File: src/box_filter_mipmap_chain_defines.svh
// Assertion macros used by the mip chain top level.
`ifndef BOX_FILTER_MIPMAP_CHAIN_DEFINES_SVH
`define BOX_FILTER_MIPMAP_CHAIN_DEFINES_SVH

// Same-cycle implication, sampled on clk, off during reset.
`define BFM_ASSERT_NOW(name, ante, cons, msg) \
    name: assert property (@(posedge clk) disable iff (!rst_n) (ante) |-> (cons)) else $error(msg);

// Next-cycle implication, sampled on clk, off during reset.
`define BFM_ASSERT_NEXT(name, ante, cons, msg) \
    name: assert property (@(posedge clk) disable iff (!rst_n) (ante) |=> (cons)) else $error(msg);

`endif

File: src/bfm_pkg.sv
// Package: constants, types and helpers of the box filter mip chain.
package bfm_pkg;

    localparam int MAX_WIDTH  = 4096;
    localparam int MAX_LEVELS = 10;
    localparam int STOP_SIZE  = 4;
    localparam int NUM_CELLS  = MAX_LEVELS + 1;
    localparam int LINE_AW    = $clog2(MAX_WIDTH);
    localparam int PAIR_W     = 36;

    localparam logic [1:0] REG_WIDTH  = 2'd0;
    localparam logic [1:0] REG_HEIGHT = 2'd1;

    typedef enum logic [2:0] {
        S_IDLE,
        S_SETUP,
        S_CELL,
        S_MIX,
        S_DIVGO,
        S_DIVW,
        S_SUM,
        S_END
    } state_t;

    typedef enum logic [1:0] {
        K_STOP,
        K_HOLD,
        K_WRITE,
        K_READ
    } kind_t;

    typedef struct packed {
        logic [12:0] w;
        logic [12:0] h;
        logic [12:0] off;
        logic        en;
    } geo_t;

    typedef struct packed {
        kind_t               kind;
        logic [LINE_AW-1:0]  idx;
        logic [PAIR_W-1:0]   pairs;
        logic [10:0]         col;
        logic [10:0]         row;
        logic                at_end;
        logic                home;
    } act_t;

    function automatic logic [12:0] clamp_size(input logic [12:0] v);
        logic [12:0] r;
        r = v;
        if (v == 13'd0)
            r = 13'd1;
        else if (v > 13'(MAX_WIDTH))
            r = 13'(MAX_WIDTH);
        return r;
    endfunction

endpackage

File: src/bfm_cell.sv
// One mip level cell: geometry, position counters, left pixel hold.
module bfm_cell (
    input  logic          clk,
    input  logic          rst_n,
    input  logic          load,
    input  logic          clr,
    input  logic          go,
    input  bfm_pkg::geo_t geo_in,
    input  logic [31:0]   pix,
    output bfm_pkg::geo_t geo,
    output bfm_pkg::geo_t child,
    output bfm_pkg::act_t act
);

    bfm_pkg::geo_t geo_reg;
    logic [11:0]   col_reg;
    logic [11:0]   col_next;
    logic [11:0]   row_reg;
    logic [11:0]   row_next;
    logic [31:0]   left_reg;
    logic [12:0]   x13;
    logic [12:0]   y13;
    logic [12:0]   idx13;
    logic [12:0]   side;
    logic          wrap_x;
    logic          wrap_y;
    logic          in_rng;

    always_comb
    begin
        x13    = {1'b0, col_reg};
        y13    = {1'b0, row_reg};
        wrap_x = (x13 + 13'd1) >= geo_reg.w;
        wrap_y = (y13 + 13'd1) >= geo_reg.h;
        col_next = wrap_x ? 12'd0 : col_reg + 12'd1;
        if (wrap_x)
            row_next = wrap_y ? 12'd0 : row_reg + 12'd1;
        else
            row_next = row_reg;
        in_rng = (x13 < {geo_reg.w[12:1], 1'b0}) && (y13 < {geo_reg.h[12:1], 1'b0});

        side      = (geo_reg.w < geo_reg.h) ? geo_reg.w : geo_reg.h;
        child.w   = {1'b0, geo_reg.w[12:1]};
        child.h   = {1'b0, geo_reg.h[12:1]};
        child.off = geo_reg.off + {1'b0, geo_reg.w[12:1]};
        child.en  = geo_reg.en && (side > 13'(bfm_pkg::STOP_SIZE));

        idx13 = geo_reg.off + {2'b00, col_reg[11:1]};
        for (int c = 0; c < 4; c++)
        begin
            act.pairs[9*c +: 9] = {1'b0, left_reg[8*c +: 8]} + {1'b0, pix[8*c +: 8]};
        end
        act.idx    = idx13[bfm_pkg::LINE_AW-1:0];
        act.col    = col_reg[11:1];
        act.row    = row_reg[11:1];
        act.at_end = wrap_x && wrap_y;
        act.home   = (col_reg == 12'd0) && (row_reg == 12'd0);
        // The last cell never produces: its side is at most the stop size.
        if (!child.en || !in_rng)
            act.kind = bfm_pkg::K_STOP;
        else if (!col_reg[0])
            act.kind = bfm_pkg::K_HOLD;
        else if (idx13 >= 13'(bfm_pkg::MAX_WIDTH))
            act.kind = bfm_pkg::K_STOP;
        else if (row_reg[0])
            act.kind = bfm_pkg::K_READ;
        else
            act.kind = bfm_pkg::K_WRITE;
    end

    always_ff @(posedge clk or negedge rst_n)
    begin
        if (!rst_n)
        begin
            geo_reg  <= '0;
            col_reg  <= '0;
            row_reg  <= '0;
            left_reg <= '0;
        end
        else
        begin
            if (load)
            begin
                geo_reg <= geo_in;
            end
            if (clr)
            begin
                col_reg <= '0;
                row_reg <= '0;
            end
            else if (go)
            begin
                col_reg <= col_next;
                row_reg <= row_next;
            end
            if (go && act.kind == bfm_pkg::K_HOLD)
            begin
                left_reg <= pix;
            end
        end
    end

    assign geo = geo_reg;

endmodule

File: config.mk
export PLATFORM = sky130hd
export DESIGN_NAME = bfm_cell
export DESIGN_NICKNAME = d
export VERILOG_FILES = /design/src/box_filter_mipmap_chain_defines.svh /design/src/bfm_pkg.sv /design/src/bfm_cell.sv
export SDC_FILE = /design/constraint.sdc
export NUM_CORES = 1
export LEC_CHECK = 0
export ABC_AREA = 1
export ABC_CLOCK_PERIOD_IN_PS = 3780
export BUFFER_PORTS_ARGS = -buffer_cell sky130_fd_sc_hd__buf_2
export CORE_MARGIN = 1
export CORE_UTILIZATION = 54
export CTS_CLUSTER_DIAMETER = 200
export DETAILED_ROUTE_END_ITERATION = 8
export PLACE_DENSITY_LB_ADDON = 0.1
export SLEW_MARGIN = 25
export SYNTH_ARGS = -nofsm -noshare
export SYNTH_HDL_FRONTEND = slang
export SYNTH_SLANG_ARGS = --single-unit
File: constraint.sdc
create_clock -name clk -period 3.78 [get_ports clk]
set_clock_uncertainty 0.15 [all_clocks]
set_input_delay 0.756 -clock clk [delete_from_list [all_inputs] [get_ports clk]]
set_output_delay 0.756 -clock clk [all_outputs]
set_load 0.02 [all_outputs]
# After elaboration in Yosys (flattened, before gate mapping)
# Index checks and enable logic that the tools add are counted.
# op_classes
n_addsub	10
n_reduce_logical	13
n_mux	12
magnitude_cmp	7
n_eq_ne	1
# op_table
op	n
$mux W12	7
$add A8 B8 Y9	4
$add A12 B1 Y13 const B	2
$ge A13 B13 Y1	2
$lt A12 B13 Y1	2
$add A12 B1 Y12 const B	2
$logic_not A12 Y1	2
$add A13 B11 Y13	1
$add A13 B12 Y13	1
$ge A13 B13 Y1 const B	1
$gt A13 B3 Y1 const B	1
$lt A13 B13 Y1	1
$mux W13	1
$mux W2	3
$logic_and A1 B1 Y1	5
$reduce_bool A2 Y1	2
$eq A2 B1 Y1 const B	1
$logic_not A1 Y1	2
$reduce_and A2 Y1	1
$logic_or A1 B1 Y1	1
$mux W1	1
# word_totals
in_bits	77
regBits	96
output_inout_bits	154
elab_cells	50

# Logic depth before layout (Yosys ltp)
# logic_depth
depth_word	9
depth_mapped	18
depth_no_buf	18

# Worst setup path after synthesis
# No wires, ideal clock.
# synth_timing
kind	flip-flop to output port
start	register col_reg[2]
end	output port act[1] (netlist bit)
n_path_buf	0
required_ps	2874
arrival_ps	2379
stages_incl_launch_ff	13
path_slack_ps	495
cell_sequence	dfrtp_1 -> inv_1 -> nor4_1 -> nand4_1 -> or2_2 -> nor3_1 -> ha_1 -> nand2_1 -> nor4b_1 -> nand4_1 -> nand3_1 -> nand2_1 -> inv_1
# synth_lines
item	line	source
from (decl)	bfm_cell.sv:16	logic [11:0] col_reg;
from (signal assigned)	bfm_cell.sv:93	col_reg <= col_next;
to (decl)	bfm_cell.sv:12	output bfm_pkg::act_t act

==> impl_results.md <==
* Unrepaired setup endpoints after global routing: false
* Clock Path Buffers at 2
* Top Ports at 231
* Primary FF master, synth: dfrtp_1
* Most used cell, CP: nand2_1
* Crit-path cells: inv_1 > nor4_4 > nand2_1 > nor3_2 > xor2_1 > ha_1 > nand2_1 > nor4b_2 > nand4_1 > nand3_1 > nand2_1 > inv_2 > buf_6
* Critical Path Source Type: flop
* Worst-skew pair later-pin latency at ~0.36 ns
* Vias per Instance at approximately 5.3
* CP max stage cell: dfrtp_2
* Mapped Cells at 1,057
* CP arrival at 2.72 ns
* Register-to-register setup slack at 0.79 ns
* PwrDens at around 560 nW/um^2
* Fin cells at 1,440
* DRC violations left at 0
* Slowest stage delay, CP at 0.45 ns
* Global-route wire length before repair at approximately 36,000 um
* Share of the synthesized area in the top cell type at 29.01%
* Area Growth Syn to Fin at 18.39%
* EDFF count, synth at 0
* Final core utilization at about two thirds
* CTS tree: done
* Area leader, netlist: dfrtp_1
* Largest net degree at the start of global routing at 52
* Setup TNS at 0 ns
* CTS H-Tree Depth at 3
* Gr ovfl total at 0
* Tcrit/Tclk final at a little over nine tenths
* Crit path max-delay family: simple AND/OR/NAND/NOR gates
* Cell row count at 44
* Maxcap violations at 0
* Worst-path maximum fanout at 7
* Critical path type: reg2out
* Starting DRC count in detailed routing at about 350
* Leakage at 5.534 nW
* Synthesized area per cell at 7.834 um^2
* Flops & latches, synth at 96
* Synth warn at 0
* Tmin final at around 3.6 ns
* Via count of the first global-routing pass at 7,036
* Layout cells sized above 1 at 25.78%
* Via Count at 7,614
* Worst hold path type: in2async
* DR pass1 iterations at 5
* Initial core utilization at 56.12%
* Clock transition at path regs at 0.07 ns
* Max-slew violations at 0
* Chip width at 125.8 um
* WP data required at 2.87 ns
* Clock Tree Root: clkbuf_16
* Mapped Area at 8280 um^2
* Post-detailed-route wirelength per cell at 16.01 um
* Die Area at 15,830 um^2
* Max FFs per register at 32
* Asr flop ratio synth at 100.0%
* Worst path bufs/invs at 3
* Placed cells at ~1,400
* CTS buffer count at 9
* Gpl congestion at 0.9141
* Initial antenna violation count at 4
* Global-route usage over all layers at 29.04%
* Antenna-violating nets left at 0
* DRT Wirelength at 23,050 um
* Fmax at between 200 and 300 MHz
* Final hold violations at 0
* Overall Power at 5.476 mW
* Slew HR at a little over two fifths
* Placed cell areas at 9299 um^2
* Max VDD drop at between 200 and 300 uV
* Final Instance Area at roughly 10000 um^2
* Yosys cell types at 44
* Die Y at 125.8 um
* Final setup fails at 0
* Worst-margin pin slew at 0.8446 ns
* Top cells by area, synth: dfrtp_1 (29%), ha_1 (18%), nand2_1 (10%)
* Most instantiated cells after synthesis: nand2_1 (222), inv_1 (134), ha_1 (117), dfrtp_1 (96), nand3_1 (79)
* Most common cell in the netlist: nand2_1
* Fillers at 1,329
* DP HPWL at 17,770 um
* Clk sink count at 96
* Buffers on Ports at 228
* Seq/Total Area, Yosys at 29.01%
* Core Area at around 15,000 um^2
* Crit path capture type: output port
* Nets at around 1,400
* Status: completed
[per-layer routing]
metal  track usage [%]  routed length [um]  vias up
li1                  -                   -     3828
met1             38.79               10390     3524
met2             47.88               11000      227
met3             3.356                1102       35
met4             12.26                 560        0
met5                 0                   0        -
[through the flow]
step                hold WS [ns]  setup slack [ns]
floorplan                 0.2959            0.4947
global placement          0.3091            0.2632
detailed placement        0.3130            0.2044
CTS                       0.2746           0.01789
global route              0.3134          0.006880
finish                    0.2523            0.1563
[placed cells by master (no fill, tap or decap), types with 13 or more instances in the layout]
master / Yosys / final
nand3_1: 79 / 78
dfrtp_1: 96 / 89
xnor2_1: 13 / 13
inv_1: 134 / 132
a21oi_1: 69 / 67
nand2_1: 222 / 221
xor2_1: 46 / 45
buf_4: 48 / 22
nor2_1: 42 / 40
buf_2: 6 / 226
o21ai_0: 73 / 72
nand4_1: 17 / 17
ha_1: 117 / 113
[cell type report]
cell class | count | area [um^2] | share of cell area [%]
inverters | 137 | 516.7 | 5.271
diodes | 3 | 7.507 | 0.07658
flip-flops and latches | 96 | 2411 | 24.59
repair buffers | 250 | 1328 | 13.54
clock buffers | 13 | 250.2 | 2.553
clock inverters | 3 | 65.06 | 0.6637
multi-input cells | 754 | 4995 | 50.95
well taps | 184 | 230.2 | 2.348
[worst register-to-register path, delay by kind of cell, from the launching register on]
kind | cells | cell delay, ns
flip-flops | 1 | 0.45
XOR/XNOR | 1 | 0.22
AO/OA/AOI/OAI | 2 | 0.23
AND/OR/NAND/NOR | 9 | 1.21
buffers and inverters | 2 | 0.34
adder cells (fa/ha/maj) | 1 | 0.26
[path summary, 6_finish.rpt]
path / from / end / cells after the start
max reg2reg: col_reg[6]$_DFFE_PN0P_ / row_reg[3]$_DFFE_PN0P_ / 15
min: rst_n / left_reg[6]$_DFFE_PN0P_ / 1
min reg2reg: left_reg[3]$_DFFE_PN0P_ / left_reg[3]$_DFFE_PN0P_ / 2
max in group asynchronous: rst_n / row_reg[1]$_DFFE_PN0P_ / 2
min in group clk: left_reg[3]$_DFFE_PN0P_ / left_reg[3]$_DFFE_PN0P_ / 2
max: col_reg[6]$_DFFE_PN0P_ / act[1] / 13
[report_power, final]
| group | internal (mW) | switching [mW] | total (mW) | leakage [nW] |
|---|---|---|---|---|
| Sequential | 1.26 | 0.183 | 1.44 | 1.20 |
| Clock | 0.599 | 0.406 | 1.00 | 0.154 |
| Combinational | 1.08 | 1.95 | 3.03 | 4.18 |
[repair_timing]
action / CTS / global route
buffers inserted: 0 / 5
endpoints found under the setup margin: 1 / 2
gates resized for setup: 5 / 30
hold buffers: 0 / 0
pin swaps: 0 / 15
gates cloned: 0 / 0
[cell families (layout without fill, tap and decap cells)]
family	after synthesis	in the layout	share of synthesized area (%)
simple gates	394	394	21.29
buf+inv	208	403	12.27
compound gates	165	165	10.52
fa+ha+maj	123	123	19.13
flops	96	96	29.01
xor+xnor	59	59	6.241
mux	11	11	1.496
other cells	1	5	0.04529
Note: power is estimated with default switching activity, not from simulation.
