`config.mk`:
```
export PLATFORM = sky130hd
export DESIGN_NAME = bfm_div
export DESIGN_NICKNAME = d
export VERILOG_FILES = /design/src/box_filter_mipmap_chain_defines.svh /design/src/bfm_div.sv
export SDC_FILE = /design/constraint.sdc
export NUM_CORES = 1
export LEC_CHECK = 0
export BUFFER_PORTS_ARGS = -buffer_cell sky130_fd_sc_hd__buf_2
export CAP_MARGIN = 20
export CORE_ASPECT_RATIO = 1.75
export CORE_MARGIN = 3
export CORE_UTILIZATION = 50
export CTS_CLUSTER_DIAMETER = 40
export DETAILED_ROUTE_END_ITERATION = 6
export HOLD_SLACK_MARGIN = 0.02
export PLACE_DENSITY = 0.71
export SLEW_MARGIN = 20
export SYNTH_ARGS = -nofsm -noshare
export SYNTH_HDL_FRONTEND = slang
export SYNTH_SLANG_ARGS = --single-unit
```
`constraint.sdc`:
```
create_clock -name clk -period 4.03 [get_ports clk]
set_clock_uncertainty 0.15 [all_clocks]
set_input_delay 0.6045 -clock clk [delete_from_list [all_inputs] [get_ports clk]]
set_output_delay 0.6045 -clock clk [all_outputs]
set_load 0.02 [all_outputs]
```
`src/box_filter_mipmap_chain_defines.svh`:
```
// Assertion macros used by the mip chain top level.
`ifndef BOX_FILTER_MIPMAP_CHAIN_DEFINES_SVH
`define BOX_FILTER_MIPMAP_CHAIN_DEFINES_SVH

// Same-cycle implication, sampled on clk, off during reset.
`define BFM_ASSERT_NOW(name, ante, cons, msg) \
    name: assert property (@(posedge clk) disable iff (!rst_n) (ante) |-> (cons)) else $error(msg);

// Next-cycle implication, sampled on clk, off during reset.
`define BFM_ASSERT_NEXT(name, ante, cons, msg) \
    name: assert property (@(posedge clk) disable iff (!rst_n) (ante) |=> (cons)) else $error(msg);

`endif

```
`src/bfm_div.sv`:
```
// Four-lane restoring divider for the average color, one bit per cycle.
module bfm_div (
    input  logic              clk,
    input  logic              rst_n,
    input  logic              start,
    input  logic [3:0][31:0]  num,
    input  logic [12:0]       wid,
    input  logic [12:0]       hgt,
    output logic              busy,
    output logic [3:0][7:0]   quo
);

    logic              busy_reg;
    logic [5:0]        cnt_reg;
    logic [25:0]       den_reg;
    logic [3:0][31:0]  q_reg;
    logic [3:0][25:0]  rem_reg;
    logic [3:0][26:0]  trial;

    always_comb
    begin
        for (int c = 0; c < 4; c++)
        begin
            trial[c] = {rem_reg[c], q_reg[c][31]} - {1'b0, den_reg};
            quo[c]   = (|q_reg[c][31:8]) ? 8'hFF : q_reg[c][7:0];
        end
    end

    always_ff @(posedge clk or negedge rst_n)
    begin
        if (!rst_n)
        begin
            busy_reg <= 1'b0;
            cnt_reg  <= '0;
        end
        else if (start)
        begin
            busy_reg <= 1'b1;
            cnt_reg  <= '0;
        end
        else if (busy_reg)
        begin
            cnt_reg <= cnt_reg + 6'd1;
            if (cnt_reg == 6'd31)
            begin
                busy_reg <= 1'b0;
            end
        end
    end

    always_ff @(posedge clk)
    begin
        if (start)
        begin
            den_reg <= wid * hgt;
            q_reg   <= num;
            rem_reg <= '0;
        end
        else if (busy_reg)
        begin
            for (int c = 0; c < 4; c++)
            begin
                if (!trial[c][26])
                begin
                    rem_reg[c] <= trial[c][25:0];
                    q_reg[c]   <= {q_reg[c][30:0], 1'b1};
                end
                else
                begin
                    rem_reg[c] <= {rem_reg[c][24:0], q_reg[c][31]};
                    q_reg[c]   <= {q_reg[c][30:0], 1'b0};
                end
            end
        end
    end

    assign busy = busy_reg;

endmodule

```
# Word level (Yosys, flattened, before mapping)
# Cells that the tools add are included.
# totals
ff_bits	265
latch_bits	0
mem_bits_rw	0
rom_bits	0
input_bits	157
out_inout_bits	33
wordCells	42
n_memories	0
# op_classes
n_addsub	5
multipliers	1
div	0
n_lt_le_gt_ge	0
eq_ne	1
n_shift	0
muxes	19
bitwise	0
reduce_logical	5
# ops
cell	count
$mux 128	2
$sub 27x26->27	4
$mux 26	4
$reduce_or 24->1	4
$mux 8	4
$mul 13x13->26	1
$mux 6	2
$mux 1	7
$add 6x1->6 const B	1
$eq 6x5->1 const B	1
$reduce_bool 2->1	1

# Longest topological paths before layout
# Gate-level depths: netlist (run 1).
# depth
depth_word	4
depth_mapped	22
depth_no_buf	21

# Least setup slack after synthesis (run 1)
# Ideal clock, no wire load.
# synth_path
path_kind	input-to-reg
startpoint	in wid[7]
endpoint	reg den_reg[25] (data pin)
arrival_time_ns	5.280
slack_ns	-1.660
path_stages	20
n_path_buf	1
cell_sequence	clkbuf_1 > nand2_1 > fa_1 > fa_1 > inv_1 > fa_1 > inv_1 > fa_1 > fa_1 > inv_1 > ha_1 > o21a_1 > o21ai_0 > a21oi_1 > a21oi_1 > o31ai_1 > o41ai_1 > o21bai_1 > a21oi_1 > xnor2_1
# synth_via
elab_chain_len	1
# synth_rtl
item	line	rtl
from (decl)	bfm_div.sv:7	input logic [12:0] wid,
$mul 13x13->26	bfm_div.sv:55	den_reg <= wid * hgt;
to (signal assigned)	bfm_div.sv:55	
to (decl)	bfm_div.sv:15	logic [25:0] den_reg;
# Every way passes these cells.
# A chain may end at the register's enable or synchronous reset.

# Worst setup path in the final report (run 1)
# layout_path
startpoint	in hgt[3]
endpoint	reg den_reg[25] (data pin)
# layout_via
elab_chain_len	1
# layout_rtl
item	line	rtl
from (decl)	bfm_div.sv:8	input logic [12:0] hgt,
$mul 13x13->26	bfm_div.sv:55	
# Every way passes these cells.

==> results of run 1 <==
==> through the flow <==
stage	setup slack [ns]	std cells
floorplan	-1.292	2303
global placement	-1.648	3086
detailed placement	-1.698	3086
CTS	-1.011	3159
global route	-1.136	3180
finish	-0.9565	3180
==> critical path: cells and delay by family <==
family | cells | cell delay [ns]
adders and majority gates | 6 | 2.64
and+or+nand+nor | 2 | 0.44
AOI/OAI and AO/OA | 6 | 1.06
buffers and inverters | 5 | 0.30
xor gates and xnor gates | 1 | 0.08
==> cells by family after synthesis <==
group	Yosys count	share of synthesized area, %
XOR/XNOR	104	4.235
flip-flops	265	31.23
buffers and inverters	338	5.882
AND/OR/NAND/NOR	666	14.48
multiplexers	181	8.959
adder cells (fa/ha/maj)	301	21.35
AO/OA/AOI/OAI	448	13.87
==> how the worst max path moves through the flow <==
| stage | startpoint | to | slack (ns) | cells after the start |
|---|---|---|---|---|
| 5_1_grt | hgt[7] | den_reg[25] | -1.14 | 21 |
| 6_report | hgt[3] | den_reg[25] | -0.96 | 20 |
| 3_3_place_gp | hgt[7] | den_reg[25] | -1.65 | 21 |
| 3_5_place_dp | wid[9] | den_reg[25] | -1.70 | 20 |
| 4_1_cts | hgt[3] | den_reg[25] | -1.01 | 20 |
| 2_1_floorplan | hgt[1] | den_reg[25] | -1.29 | 20 |
==> what timing repair did <==
action	4_1_cts	5_1_grt
hold buffers	1	0
cloned	0	1
resized for setup	60	75
pin swaps	37	55
hold endpoints to repair	7	0
endpoints found under the setup margin	18	36
setup buffers	10	11
==> per-layer routing <==
| layer | GRT usage (%) | routed length (um) |
|---|---|---|
| met1 | 25.17 | 20600 |
| met2 | 49.14 | 33740 |
| met3 | 2.833 | 1966 |
| met4 | 14.17 | 3831 |
| met5 | 0 | 0 |
==> power by group <==
| part | internal (W) | switching, W | leakage [nW] |
|---|---|---|---|
| clock network | 0.00174 | 0.00130 | 0.546 |
| logic | 0.00557 | 0.00597 | 8.54 |
| registers | 0.00361 | 0.000353 | 2.55 |
==> area by class of cell <==
| type | count | share of cell area [%] |
|---|---|---|
| Multi-Input combinational cell | 1701 | 54.37 |
| Sequential cell | 265 | 26.03 |
| Clock buffer | 43 | 3.500 |
| Antenna cell | 10 | 0.09460 |
| Clock inverter | 19 | 0.7000 |
| Timing Repair Buffer | 346 | 9.346 |
| Inverter | 230 | 3.287 |
| Tap cell | 566 | 2.677 |
==> cells in the mapped netlist, types with 10 or more instances <==
master      n  area [um^2]
and2_1     73        456.7
and3_1     10        62.56
buf_2      10        50.05
nor3_1     18        90.09
a31oi_1    11        68.82
o21ai_0    87        435.4
inv_1     230        863.3
xnor2_1    72        630.6
a21oi_1    99        495.5
o21bai_1   14        105.1
nand2b_1   17        106.4
clkbuf_1   87        326.6
nor4_1     29        181.4
a311oi_1   31        271.5
edfxtp_1  154         4624
ha_1      176         2202
nor2_1    126        473.0
or3_1      40        250.2
nand4_1    17        106.4
mux2i_1    51        510.5
o31ai_1    10        75.07
o21a_1     23        172.7
xor2_1     29        254.0
nand3_1    44        220.2
nand2_1   251        942.2
fa_1      125         2502
nor2b_1    17        106.4
a211oi_1   39        292.8
mux2_2    129         1453
a21o_1     43        322.8
dfxtp_1   104         2082
==> impl_metrics.toml, run 1 <==
[finish]
largest_reg_flops = 128
layout.nets = 3037
final_cell_area_mm2 = 0.02645
multi_input_comb_area_mm2 = 0.01438
final_common_cell = "nand2_1"
drive_gt1_share_pct = 25.15
regArea_mm2 = 0.006885
final_util_pct = 60.85
layout_common_cells = "nand2_1 (247), inv_1 (210), buf_2 (171)"
fillers = 3688
area_delta_synth_final_pct = 20.03

[worst_setup_path]
r2r_slack_ns = 0.03
slowest_stage = "fa_1"
start_kind = "primary input"
worstPathCellList = "buf_12 -> and2_4 -> fa_1 -> inv_1 -> fa_1 -> inv_1 -> fa_1 -> fa_1 -> inv_2 -> fa_1 -> inv_2 -> ha_4 -> nor4_4 -> o21ai_2 -> a21oi_4 -> o31ai_4 -> o41ai_2 -> o21bai_1 -> a21oi_1 -> xnor2_1"
arrival_ns = 5.13
timing.rr.start = "den_reg[2]"
critPathRequiredTime_ns = 4.17
slowest_delay_ns = 0.53
timing.rr.end = "rem_reg[88]"
path_common_cell = "fa_1"
critPathKind = "in -> reg"
cp-end-kind = "register"
path_max_fanout = 6
r2r_cells = 14

[sta]
relSlewSlack_pct = 36.12
timing.fmax_mhz = 200.5
tightest_slew_ns = 0.9581
rsz0062_at_grt = "true"
final_hold_viol_count = 0
fin_tns_setup_ns = -10.28
worst_slack_ns = -0.9565
min_period_ns = 4.986
fin_crit_sh_pct = 123.7
setup_viol = 17
whs_ns = 0.1918
final_max_slew_viol_count = 0

[worst_hold_path]
holdPathEnd = "q_reg[0]"
hp-start = "num[0]"
hold_path.class = "in -> reg"
holdPathStages = 3

[cts]
clock_latency_ns = 0.54
cts_made_buffers = 35
htreeDepth = 2
cts_buffer_depth = 3
cts.sinks = 265
cts-root-buf = "clkbuf_16"
path_clk_slew_ns = 0.07
cts_tree = "yes"

[drt]
drtIter0Drc = 864
antenna_left = 0
vias_per_cell = 5.725
routed_wl_mm = 60.14
wl_per_cell_um = 18.91
drc = 0
dr.pass1.iters = 6
vias = 18210

[power_and_ir_drop]
power_w = 0.01854
p_leak_nw = 11.64
p_per_area_mw_per_mm2 = 700.9
ir_drop_v = 0.0005851

[global_route]
grt_pass1_wl_mm = 95.28
antenna_found_initial = 9
grt_pass1_vias = 19140
gr-total-overflow = 0
grt_max_degree = 129
track_usage_pct = 25.29

[synth]
ys.flop_type = "edfxtp_1"
synth_warnings = 0
synthCells = 2303
synth_seq_cells = 265
syn-num-nets = 2761
postSynthAreaPerCell_um2 = 9.570
synth_area_mm2 = 0.02204
ys_types = 78
ys_seq_area_share_pct = 31.23
async_flop_share_pct = 2.642
synth_edf_count = 154

[floorplan]
num_rows = 101
die_x_um = 164.7
initial_core_util_pct = 50.70
die_h_um = 283.7
ios = 190
core_area_mm2 = 0.04347
die-area_mm2 = 0.04673

[place]
place_area_mm2 = 0.02461
dpl.hpwl_mm = 45.99
place_congestion = 0.9209
port-buffer-count = 189

[outcome]
status = "complete, but fails checks"
violations = "negative setup slack"

[job]
drv_cap = 0
Note: power is estimated with default switching activity, not from simulation.
==> run 2: changes to the inputs <==
--- a/config.mk
+++ b/config.mk
@@ -8,7 +8,7 @@
 export BUFFER_PORTS_ARGS = -buffer_cell sky130_fd_sc_hd__buf_2
 export CAP_MARGIN = 20
 export CORE_ASPECT_RATIO = 1.75
-export CORE_MARGIN = 3
+export CORE_MARGIN = 10
 export CORE_UTILIZATION = 50
 export CTS_CLUSTER_DIAMETER = 40
 export DETAILED_ROUTE_END_ITERATION = 6
==> constraint.sdc (replaced) <==
create_clock -name clk -period 4.45 [get_ports clk]
set_clock_uncertainty 0.15 [all_clocks]
set_input_delay 0.6675 -clock clk [delete_from_list [all_inputs] [get_ports clk]]
set_output_delay 0.6675 -clock clk [all_outputs]
set_load 0.02 [all_outputs]
==> run 2 against run 1 <==
  * Worst setup slack improved by 0.19 ns
  * Critical path type unchanged
  * Final cell count decreased by 0.22%
  * Die area increased by 14%
  * Total power decreased by 2.8%
  * Design area increased by 0.31%
  * Sequential power decreased by 9.8%
  * Routed wire length increased by 2.8%
  * The run still ends with negative setup slack left
  * Hold slack improved by 0.071 ns
  * Highest routed layer unchanged
  * Clock power increased by 6%
  * Global-route usage decreased by 2.7 points
  * Register-to-register slack improved by 0.36 ns
  * Flip-flop and latch count unchanged
  * Largest cell class unchanged
==> impl_metrics.toml, run 2 (synthesis gave the netlist of run 1 again) <==
[place]
dpl.hpwl_mm = 47.06
place_congestion = 0.9480
port-buffer-count = 189
pre_cts_ws_ns = -1.434
place_area_mm2 = 0.02454

[worst_setup_path]
crit_start = "wid[10]"
r2r_slack_ns = 0.39
path_max_fanout = 8
critPathRequiredTime_ns = 4.59
cp-end-kind = "register"
timing.rr.end = "rem_reg[55]"
timing.rr.start = "den_reg[0]"
arrival_ns = 5.36
start_kind = "primary input"
critPathCapture = "den_reg[25]"
critPathKind = "in -> reg"
r2r_cells = 12

[drt]
wl_per_cell_um = 19.48
drc = 0
antenna_left = 0
vias_per_cell = 5.750
vias = 18250
routed_wl_mm = 61.81
drtIter0Drc = 924
dr.pass1.iters = 7

[sta]
min_period_ns = 5.219
final_hold_viol_count = 0
rsz0062_at_grt = "true"
tightest_slew_ns = 0.9968
fin_crit_sh_pct = 117.3
final_max_slew_viol_count = 0
relSlewSlack_pct = 33.22
setup_viol = 13
timing.fmax_mhz = 191.6
worst_slack_ns = -0.7692

[global_route]
grt_pass1_vias = 19410
track_usage_pct = 22.61
grt_max_degree = 119
grt_pass1_wl_mm = 97.32
antenna_found_initial = 10
gr-total-overflow = 0

[outcome]
violations = "negative setup slack"
status = "complete, but fails checks"

[power_and_ir_drop]
ir_drop_v = 0.0005589
p_leak_nw = 11.73
p_per_area_mw_per_mm2 = 679.3

[cts]
cts.sinks = 265
cts-root-buf = "clkbuf_16"
cts_tree = "yes"
cts_buffer_depth = 3
cts_made_buffers = 38
htreeDepth = 2
clock_latency_ns = 0.54
path_clk_slew_ns = 0.06

[floorplan]
initial_core_util_pct = 50.70
core_area_mm2 = 0.04347
die-area_mm2 = 0.05321
num_rows = 101
die_x_um = 178.7
die_h_um = 297.7
ios = 190

[worst_hold_path]
hold_path.class = "in -> reg"

[job]
drv_cap = 0

[finish]
final_cell_area_mm2 = 0.02653
largest_reg_flops = 128
final_util_pct = 61.04
layout_common_cells = "nand2_1 (243), inv_1 (220), buf_2 (174)"
drive_gt1_share_pct = 24.63
fillers = 3675
area_delta_synth_final_pct = 20.40
layout.nets = 3028
final_common_cell = "nand2_1"
[run 2: changes by cell type in the layout (fill, tap and decap cells not counted), sizes merged]
| cell | previous run | this run |
|---|---|---|
| buf | 341 | 334 |
| bufinv | 1 | 6 |
| clkinv | 12 | 7 |
| clkbuf | 47 | 44 |
| clkinvlp | 1 | 4 |
| inv | 235 | 237 |
| diode | 10 | 9 |
| xnor2 | 76 | 75 |
[run 2: worst max-delay path, stage by stage]
cell and delay [ns]:
buf_2 0.18, and2_1 0.21, fa_1 0.51, inv_1 0.05, fa_1 0.47, inv_1 0.05, fa_1 0.45, fa_1 0.49
inv_1 0.05, fa_1 0.49, inv_2 0.05, ha_4 0.26, a21oi_4 0.14, o21a_1 0.18, nand2_2 0.07, a21oi_4 0.19
o31ai_4 0.11, o41ai_2 0.35, o21bai_1 0.15, a21oi_2 0.16, xnor2_1 0.08
[run 2: per-stage QoR]
stage                     std cells  setup TNS, ns  power (W)  hold WS, ns
after floorplan                2303         -8.367   0.009979       0.2219
after global placement         3078         -16.34    0.01264       0.3190
after detailed placement       3078         -17.82    0.01294       0.3209
after CTS                      3157         -5.147    0.01711       0.2452
after global routing           3173         -7.881    0.01918       0.2561
final                          3173         -6.169    0.01802       0.2627
[run 2: worst min path at each step]
stage / to / cells past startpoint / start
finish: q_reg[74] / 2 / num[74]
global placement: rem_reg[87] / 2 / rem_reg[87]
global route: q_reg[74] / 2 / num[74]
detailed placement: rem_reg[100] / 2 / rem_reg[100]
CTS: q_reg[74] / 2 / num[74]
floorplan: busy / 0 / rst_n
[run 2: routing by layer]
| layer | track usage (%) | up-vias | part of all wire (%) |
|---|---|---|---|
| met1 | 22.02 | 8964 | 35 |
| met3 | 2.635 | 174 | 3.3 |
| met4 | 12.00 | 0 | 5.0 |
| met5 | 0 | - | 0 |
| met2 | 44.25 | 443 | 57 |
| li1 | - | 8664 | - |
[run 2: what timing repair did]
item,4_1_cts,5_1_grt
cloned,0,0
setup endpoints to repair,16,16
pin swaps,31,42
hold buffers,1,0
setup buffers,11,8
resized for setup,70,52
endpoints found under the hold margin,7,0
[run 2: final cells by class]
type                    instances  area [um^2]  area share [%]
multi-input cells            1700        14370           54.16
well taps                     566        708.2           2.669
diodes                          9        22.52         0.08488
clock inverters                24        329.1           1.240
inverters                     230        865.8           3.263
flip-flops and latches        265         6885           25.95
repair buffers                335         2337           8.808
clock buffers                  44         1015           3.824
[run 2: power by group]
part | switching (W) | internal, W | leakage, nW
logic | 0.00583 | 0.00540 | 8.53
clock network | 0.00121 | 0.00201 | 0.646
registers | 0.000301 | 0.00327 | 2.55
total | 0.00734 | 0.0107 | 11.7
